## src/rtl/tsdf_pkg.sv

```systemverilog
`timescale 1ns / 1ps
// ----------------------------------------------------------------------------
// tsdf_pkg: shared types and constants of the tsdf cell fusion grid
// widths of the word fields, command and status codes, controller states and
// the command and status bundles between controller and datapath
// ----------------------------------------------------------------------------
package tsdf_pkg;

    localparam int CMD_W     = 2;
    localparam int CELL_W    = 5;
    localparam int SDF_W     = 32;
    localparam int FRAC_W    = 12;
    localparam int TSD_W     = 16;
    localparam int WGT_W     = 16;
    localparam int STAT_W    = 2;
    localparam int TRUNC_W   = 31;
    localparam int STEP_W    = 13;
    localparam int CFG_W     = 31;
    localparam int CFG_IDX_W = 2;

    localparam int DEF_CELLS_X = 16;
    localparam int DEF_CELLS_Y = 16;

    localparam int ONE_Q12 = 4096;
    localparam int ONE_Q8  = 256;

    localparam logic [TRUNC_W-1:0] TRUNC_RST = 31'd65536;
    localparam logic [STEP_W-1:0]  STEP_RST  = 13'd256;
    localparam logic [WGT_W-1:0]   MAXW_RST  = 16'd8192;

    // divider: 44-bit dividend magnitude, one quotient bit a cycle
    localparam int DIV_N     = 44;
    localparam int DIV_CNT_W = 6;

    typedef enum logic [CMD_W-1:0] {
        CMD_FUSE  = 2'd0,
        CMD_EMPTY = 2'd1,
        CMD_READ  = 2'd2,
        CMD_INIT  = 2'd3
    } cmd_code_t;

    typedef enum logic [STAT_W-1:0] {
        RES_DONE      = 2'd0,
        RES_SKIPPED   = 2'd1,
        RES_NOT_READY = 2'd2
    } res_code_t;

    typedef enum logic [CFG_IDX_W-1:0] {
        REG_TRUNC = 2'd0,
        REG_STEP  = 2'd1,
        REG_MAXW  = 2'd2
    } reg_idx_t;

    typedef enum logic [4:0] {
        OP_NONE,
        OP_PEND,
        OP_NRDY,
        OP_SKIP,
        OP_TDIV,
        OP_DIV,
        OP_TCAP,
        OP_ESTART,
        OP_MUL,
        OP_SUMDIV,
        OP_WRITE,
        OP_NEXT,
        OP_BSTART,
        OP_BWGT,
        OP_BACC,
        OP_BFIN,
        OP_ISTART,
        OP_IWR
    } dp_op_t;

    typedef enum logic [4:0] {
        S_IDLE,
        S_DISPATCH,
        S_PEND,
        S_NRDY,
        S_SKIP,
        S_TDIV,
        S_TLOOP,
        S_TCAP,
        S_ESTART,
        S_EWAIT,
        S_MUL,
        S_SUMDIV,
        S_FLOOP,
        S_WRITE,
        S_NEXT,
        S_BSTART,
        S_BWGT,
        S_BACC,
        S_BFIN,
        S_ISTART,
        S_IWR,
        S_POST
    } fsm_state_t;

    typedef struct packed {
        dp_op_t op;
        logic   load;
        logic   post;
    } ctrl_cmd_t;

    typedef struct packed {
        cmd_code_t cmd;
        logic      grid_ready;
        logic      skip;
        logic      div_done;
        logic      addr_last;
        logic      corner_last;
        logic      out_full;
    } dp_stat_t;

endpackage

```

## src/rtl/tsdf_ctrl.sv

```systemverilog
`timescale 1ns / 1ps
// ----------------------------------------------------------------------------
// tsdf_ctrl: command sequencer
// steps the datapath through fuse, emptiness, read and initialise sequences
// ----------------------------------------------------------------------------
module tsdf_ctrl (
    input  logic                 clk,
    input  logic                 rst_n,
    input  logic                 in_valid,
    output logic                 in_ready,
    input  tsdf_pkg::dp_stat_t   stat,
    output tsdf_pkg::ctrl_cmd_t  ctrl
);
    import tsdf_pkg::*;

    fsm_state_t state_reg;
    fsm_state_t state_next;

    always_ff @(posedge clk or negedge rst_n)
    begin
        if (!rst_n)
        begin
            state_reg <= S_IDLE;
        end
        else
        begin
            state_reg <= state_next;
        end
    end

    // next state
    always_comb
    begin
        state_next = state_reg;
        case (state_reg)
            S_IDLE:
            begin
                if (in_valid)
                begin
                    state_next = S_DISPATCH;
                end
            end
            S_DISPATCH:
            begin
                case (stat.cmd)
                    CMD_FUSE:
                    begin
                        if (!stat.grid_ready)
                        begin
                            state_next = S_NRDY;
                        end
                        else if (stat.skip)
                        begin
                            state_next = S_SKIP;
                        end
                        else
                        begin
                            state_next = S_TDIV;
                        end
                    end
                    CMD_EMPTY: state_next = stat.grid_ready ? S_ESTART : S_PEND;
                    CMD_READ:  state_next = stat.grid_ready ? S_BSTART : S_NRDY;
                    CMD_INIT:  state_next = stat.grid_ready ? S_POST : S_ISTART;
                    default:   state_next = S_POST;
                endcase
            end
            S_PEND:   state_next = S_POST;
            S_NRDY:   state_next = S_POST;
            S_SKIP:   state_next = S_POST;
            S_TDIV:   state_next = S_TLOOP;
            S_TLOOP:
            begin
                if (stat.div_done)
                begin
                    state_next = S_TCAP;
                end
            end
            S_TCAP:   state_next = S_MUL;
            S_ESTART: state_next = S_EWAIT;
            S_EWAIT:  state_next = S_MUL;
            S_MUL:    state_next = S_SUMDIV;
            S_SUMDIV: state_next = S_FLOOP;
            S_FLOOP:
            begin
                if (stat.div_done)
                begin
                    state_next = S_WRITE;
                end
            end
            S_WRITE:
            begin
                if (stat.cmd == CMD_EMPTY && !stat.addr_last)
                begin
                    state_next = S_NEXT;
                end
                else
                begin
                    state_next = S_POST;
                end
            end
            S_NEXT:   state_next = S_EWAIT;
            S_BSTART: state_next = S_BWGT;
            S_BWGT:   state_next = S_BACC;
            S_BACC:   state_next = stat.corner_last ? S_BFIN : S_BWGT;
            S_BFIN:   state_next = S_POST;
            S_ISTART: state_next = S_IWR;
            S_IWR:
            begin
                if (stat.addr_last)
                begin
                    state_next = S_POST;
                end
            end
            S_POST:
            begin
                if (!stat.out_full)
                begin
                    state_next = S_IDLE;
                end
            end
            default:  state_next = S_IDLE;
        endcase
    end

    // outputs
    always_comb
    begin
        in_ready  = 1'b0;
        ctrl.op   = OP_NONE;
        ctrl.load = 1'b0;
        ctrl.post = 1'b0;
        case (state_reg)
            S_IDLE:
            begin
                in_ready  = 1'b1;
                ctrl.load = in_valid;
            end
            S_PEND:   ctrl.op = OP_PEND;
            S_NRDY:   ctrl.op = OP_NRDY;
            S_SKIP:   ctrl.op = OP_SKIP;
            S_TDIV:   ctrl.op = OP_TDIV;
            S_TLOOP:  ctrl.op = OP_DIV;
            S_TCAP:   ctrl.op = OP_TCAP;
            S_ESTART: ctrl.op = OP_ESTART;
            S_MUL:    ctrl.op = OP_MUL;
            S_SUMDIV: ctrl.op = OP_SUMDIV;
            S_FLOOP:  ctrl.op = OP_DIV;
            S_WRITE:  ctrl.op = OP_WRITE;
            S_NEXT:   ctrl.op = OP_NEXT;
            S_BSTART: ctrl.op = OP_BSTART;
            S_BWGT:   ctrl.op = OP_BWGT;
            S_BACC:   ctrl.op = OP_BACC;
            S_BFIN:   ctrl.op = OP_BFIN;
            S_ISTART: ctrl.op = OP_ISTART;
            S_IWR:    ctrl.op = OP_IWR;
            S_POST:   ctrl.post = !stat.out_full;
            default:  ctrl.op = OP_NONE;
        endcase
    end

`ifndef NO_ASSERTIONS
    a_load_dispatch: assert property (@(posedge clk) disable iff (!rst_n)
        ctrl.load |=> state_reg == S_DISPATCH)
        else $error("accepted word not dispatched");

    a_post_free: assert property (@(posedge clk) disable iff (!rst_n)
        ctrl.post |-> !stat.out_full)
        else $error("result posted into a full output register");
`endif

endmodule

```

## config.mk

```make
export PLATFORM = sky130hd
export DESIGN_NAME = tsdf_ctrl
export DESIGN_NICKNAME = d
export VERILOG_FILES = /design/src/rtl/tsdf_pkg.sv /design/src/rtl/tsdf_ctrl.sv
export SDC_FILE = /design/constraint.sdc
export NUM_CORES = 1
export LEC_CHECK = 0
export BUFFER_PORTS_ARGS = -buffer_cell sky130_fd_sc_hd__buf_2
export CAP_MARGIN = 30
export CORE_MARGIN = 2
export CORE_UTILIZATION = 45
export CTS_BUF_LIST = sky130_fd_sc_hd__clkbuf_2
export DETAILED_ROUTE_END_ITERATION = 8
export PLACE_DENSITY = 0.7
export SLEW_MARGIN = 20
export SYNTH_ARGS = -nofsm -noshare
export SYNTH_HDL_FRONTEND = slang
export SYNTH_SLANG_ARGS = --single-unit
```

## constraint.sdc

```tcl
create_clock -name clk -period 1.75 [get_ports clk]
set_clock_uncertainty 0.2 [all_clocks]
set_input_delay 0.0875 -clock clk [delete_from_list [all_inputs] [get_ports clk]]
set_output_delay 0.0875 -clock clk [all_outputs]
set_load 0.02 [all_outputs]
```

Word-level counts from Yosys, hierarchy flattened
Index checks and enable logic that the tools add are counted.
{ "op_classes": {"eq_ne": 29, "reduce_logical": 10, "muxes": 18} }
{ "ops": {"columns": ["cell", "count"], "rows": [
  ["$pmux 5 s17", 2],
  ["$eq 5x4->1 const B", 8],
  ["$eq 5x5->1 const B", 6],
  ["$mux 5", 6],
  ["$eq 5x3->1 const B", 4],
  ["$pmux 5 s4", 1],
  ["$eq 5x2->1 const B", 2],
  ["$ne 2x2->1 const B", 5],
  ["$mux 4", 2],
  ["$mux 3", 2],
  ["$reduce_or 2->1", 3],
  ["$eq 5x1->1 const B", 1],
  ["$logic_not 5->1", 1],
  ["$reduce_and 5->1", 1],
  ["$eq 2x2->1 const B", 2],
  ["$mux 1", 4],
  ["$reduce_or 4->1", 1],
  ["$eq 2x1->1 const B", 1],
  ["$logic_not 1->1", 2],
  ["$logic_not 2->1", 1],
  ["$mux 2", 1],
  ["$logic_and 1x1->1", 1]
]} }
{ "word_totals": {"elab_cells": 58, "input_bits": 11, "register_bits": 5} }

Longest topological paths before layout
{ "depth": {"word_depth": 4, "depth_mapped": 5} }

Worst setup path after synthesis
OpenSTA, ideal clock, no wires.
{ "synth_path": {"path_type": "register to register", "startpoint": "register state_reg[3]", "endpoint": "register state_reg[0]", "n_path_buf": 0, "setup_slack_ns": -0.410, "arrival_ns": 1.837, "synth_period_minus_slack_ns": 2.160, "t_required_ns": 1.427, "stages_incl_launch_ff": 5, "cell_sequence": "dfrtp_1 or2_2 nor4_1 a221o_1 o21ai_1"} }
{ "synth_via": {"elab_chain_cells": 3} }
{ "synth_rtl": {"columns": ["item", "line", "source"], "rows": [
  ["from (decl)", "tsdf_ctrl.sv:16", "fsm_state_t state_reg;"],
  ["from (signal assigned)", "tsdf_ctrl.sv:27", "state_reg <= state_next;"],
  ["$eq 5x5->1 (tied with other cells)", "tsdf_ctrl.sv:35", "case (state_reg)"],
  ["$reduce_or 4->1 (no line) (tied with other cells)", null, null],
  ["$pmux 5 s17 / $reduce_and 5->1 (equally long branches)", null, null]
]} }
Several ways; a longest one is shown, not always the timed one.
A chain may end at the register's enable or synchronous reset.

==> metrics.txt <==
max-cap viol count=0; first-iteration detailed-routing DRC count=65; CP Data Required Time=1.46 ns; area grow syn2layout=71.18%; cts bufs inserted=3; post-layout util=81.89%; hold path depth=4; Final setup viols=8; maximum clock rate=0.5412 GHz; Pleak=0.5485 nW; Worst Path Class, Setup=flop to output port; number of buffers added on ports=18; Final GP Congestion=0.9404; Clock Path Buffers=2; most frequent cells in the layout=buf_4 (31), buf_2 (11), a21oi_1 (8), buf_6 (8); sequential cell area=131.4 um^2; Slew Viols, Final=0; gr ovfl total=0; max reg flops=5; Rel. slew slack=78.51%; WP buf/inv=3; Netlist Area Pre-Place=720.7 um^2; antenna fix cells=0; Initial Utilization=47.84%; I/O Pins=19; Filler cells=89; Avg Synthesized Cell Area=7.207 um^2; startpoint types=flop; status=finished with violations; failing checks=setup timing; final critical-path setup slack=-0.09776 ns; Initial DRT Pass Iterations=4; Routed Wire Length=2989 um; Cell Chain, Critical Path=buf_6 > inv_1 > maj3_2 > a21oi_1 > o21ai_1 > buf_4; Synth cell types=38; slowest stage cell on the critical path=dfrtp_2; RSZ-0062 raised after global routing=yes; WL per Instance=18.12 um; clock slew at reported path FFs=0.06 ns; first-pass GRT wire length=3919 um; Tcrit/Tclk final=105.6%; GRT Total Usage=27.82%; Crit path largest cell delay=0.42 ns; Mapped Nets=111; number of enable flip-flop cells after synthesis=0; worst hold-check path type=input pin to flop; worst vdd ir=1.190 mV; reg2reg start=state_reg[2]; Die Y-Extent=44.02 um; Sink Count=5; DRC=0; Row Count=14; Tot Pwr=2.804 mW; die area=1938 um^2; Inst Count DP=140; Total Neg Setup Slack=-0.3635 ns; Horiz. Die Dim=44.02 um; ys flop type=dfrtp_1; multi-input logic area=631.9 um^2; Reg2Reg Depth=5; Worst Min Path Start=in_valid; HPWL Detailed=1564 um; Core Area=1506 um^2; Critical Path End Type=output port; largest net degree at the start of global routing=14; CTS tree=done; CP arrival=1.56 ns; antenna violations before repair=0; Vias=1,044; Syn Inst Count=100; Hold EP=state_reg[0]; H-tree depth=1; Top delay family on crit path=flip-flops; minimum clock period=1.848 ns; FF+latch count, synth=5; worst skew pair latency=0.26 ns; post-route ant nets=0; post-synthesis sequential area ratio=17.36%; Crit Path Max Fanout=4; vias per cell=6.327; Power Dens Cells=2273 nW/um^2; Finished Layout Cells=165; Least-Margin Pin Slew=0.3212 ns; vias in the first global route=859; Final Hold Violating Endpoints=0; register-to-register setup slack=-0.04 ns; R2R Path End=state_reg[0]; Yosys warning count=0; layout cells sized above 1=55.03%; most common cell after layout, fill and taps aside=buf_4; root buffer cell=clkbuf_2; asr flop ratio synth=100.0%; Final nets=161
cell families after synthesis:
family          share of synthesized area, %
compound gates                         31.42
xor+xnor                               4.862
fa+ha+maj                              1.389
buf+inv                                11.46
flops                                  17.36
simple gates                           33.51
tightest hold or removal path: stages:
cell and delay, ns:
buf_2 0.10, inv_1 0.04, a221o_1 0.13, o21ai_1 0.06
per-layer routing:
| metal | routed length [um] | global-route usage (%) | share of wire [%] | vias to the layer above |
|---|---|---|---|---|
| met4 | 140 | 14.55 | 4.7 | 0 |
| met1 | 1125 | 35.28 | 38 | 487 |
| met5 | 0 | 0 | 0 | - |
| met2 | 1471 | 45.00 | 49 | 71 |
| li1 | - | - | - | 463 |
| met3 | 251 | 4.898 | 8.4 | 23 |
stage by stage:
step	setup slack, ns	cell area [um^2]	hold WS [ns]
after global routing	-0.1536	1234	0.02292
after floorplan	0.04488	735.7	-0.4081
after CTS	-0.06464	1096	0.04501
final	-0.09776	1234	0.01624
after detailed placement	-0.002790	899.6	-0.2925
after global placement	0.01456	899.6	-0.2954
power breakdown:
part	internal [mW]	switching, mW	total, mW
sequential	0.186	0.137	0.324
combinational	1.20	1.15	2.35
clock	0.0604	0.0664	0.127
repair_timing:
| action | 4_1_cts | 5_1_grt |
|---|---|---|
| hold buffers | 3 | 0 |
| pin swaps | 9 | 9 |
| buffers inserted | 15 | 5 |
| hold endpoints to repair | 6 | 0 |
| gates resized for setup | 21 | 25 |
| endpoints found under the setup margin | 8 | 10 |
Yosys cell counts, types with 2 or more instances:
cell type | n | area [um^2]
a21oi_1 | 8 | 40.04
nor2b_1 | 8 | 50.05
nand2b_1 | 5 | 31.28
nand3_1 | 4 | 20.02
nor2_1 | 7 | 26.28
o22ai_1 | 2 | 12.51
clkbuf_1 | 2 | 7.510
o21ai_0 | 6 | 30.03
a31oi_1 | 2 | 12.51
and2_1 | 3 | 18.77
dfrtp_1 | 5 | 125.1
nor4_1 | 2 | 12.51
o2111ai_1 | 2 | 17.52
buf_4 | 3 | 22.52
xnor2_1 | 3 | 26.28
buf_6 | 3 | 33.78
a21boi_0 | 2 | 15.01
nand2_1 | 5 | 18.77
inv_1 | 5 | 18.77
nor3_1 | 5 | 25.02
how the worst max path moves through the flow:
| stage | from | end | slack [ns] | cells past startpoint |
|---|---|---|---|---|
| finish | state_reg[3] | ctrl[4] | -0.1 | 6 |
| global route | state_reg[3] | ctrl[4] | -0.15 | 6 |
| CTS | state_reg[3] | ctrl[3] | -0.06 | 7 |
| detailed placement | state_reg[0] | state_reg[0] | -0.003 | 4 |
| global placement | state_reg[0] | state_reg[0] | 0.01 | 4 |
| floorplan | state_reg[1] | ctrl[4] | 0.04 | 5 |
area by class of cell:
type | instances | share of cell area [%]
multi-input combinational | 82 | 51.22
timing repair buffer | 53 | 33.06
sequential | 5 | 10.65
inverter | 5 | 1.826
clock buffer | 4 | 1.623
tap | 16 | 1.623
Power figures use the tool's default switching activity.
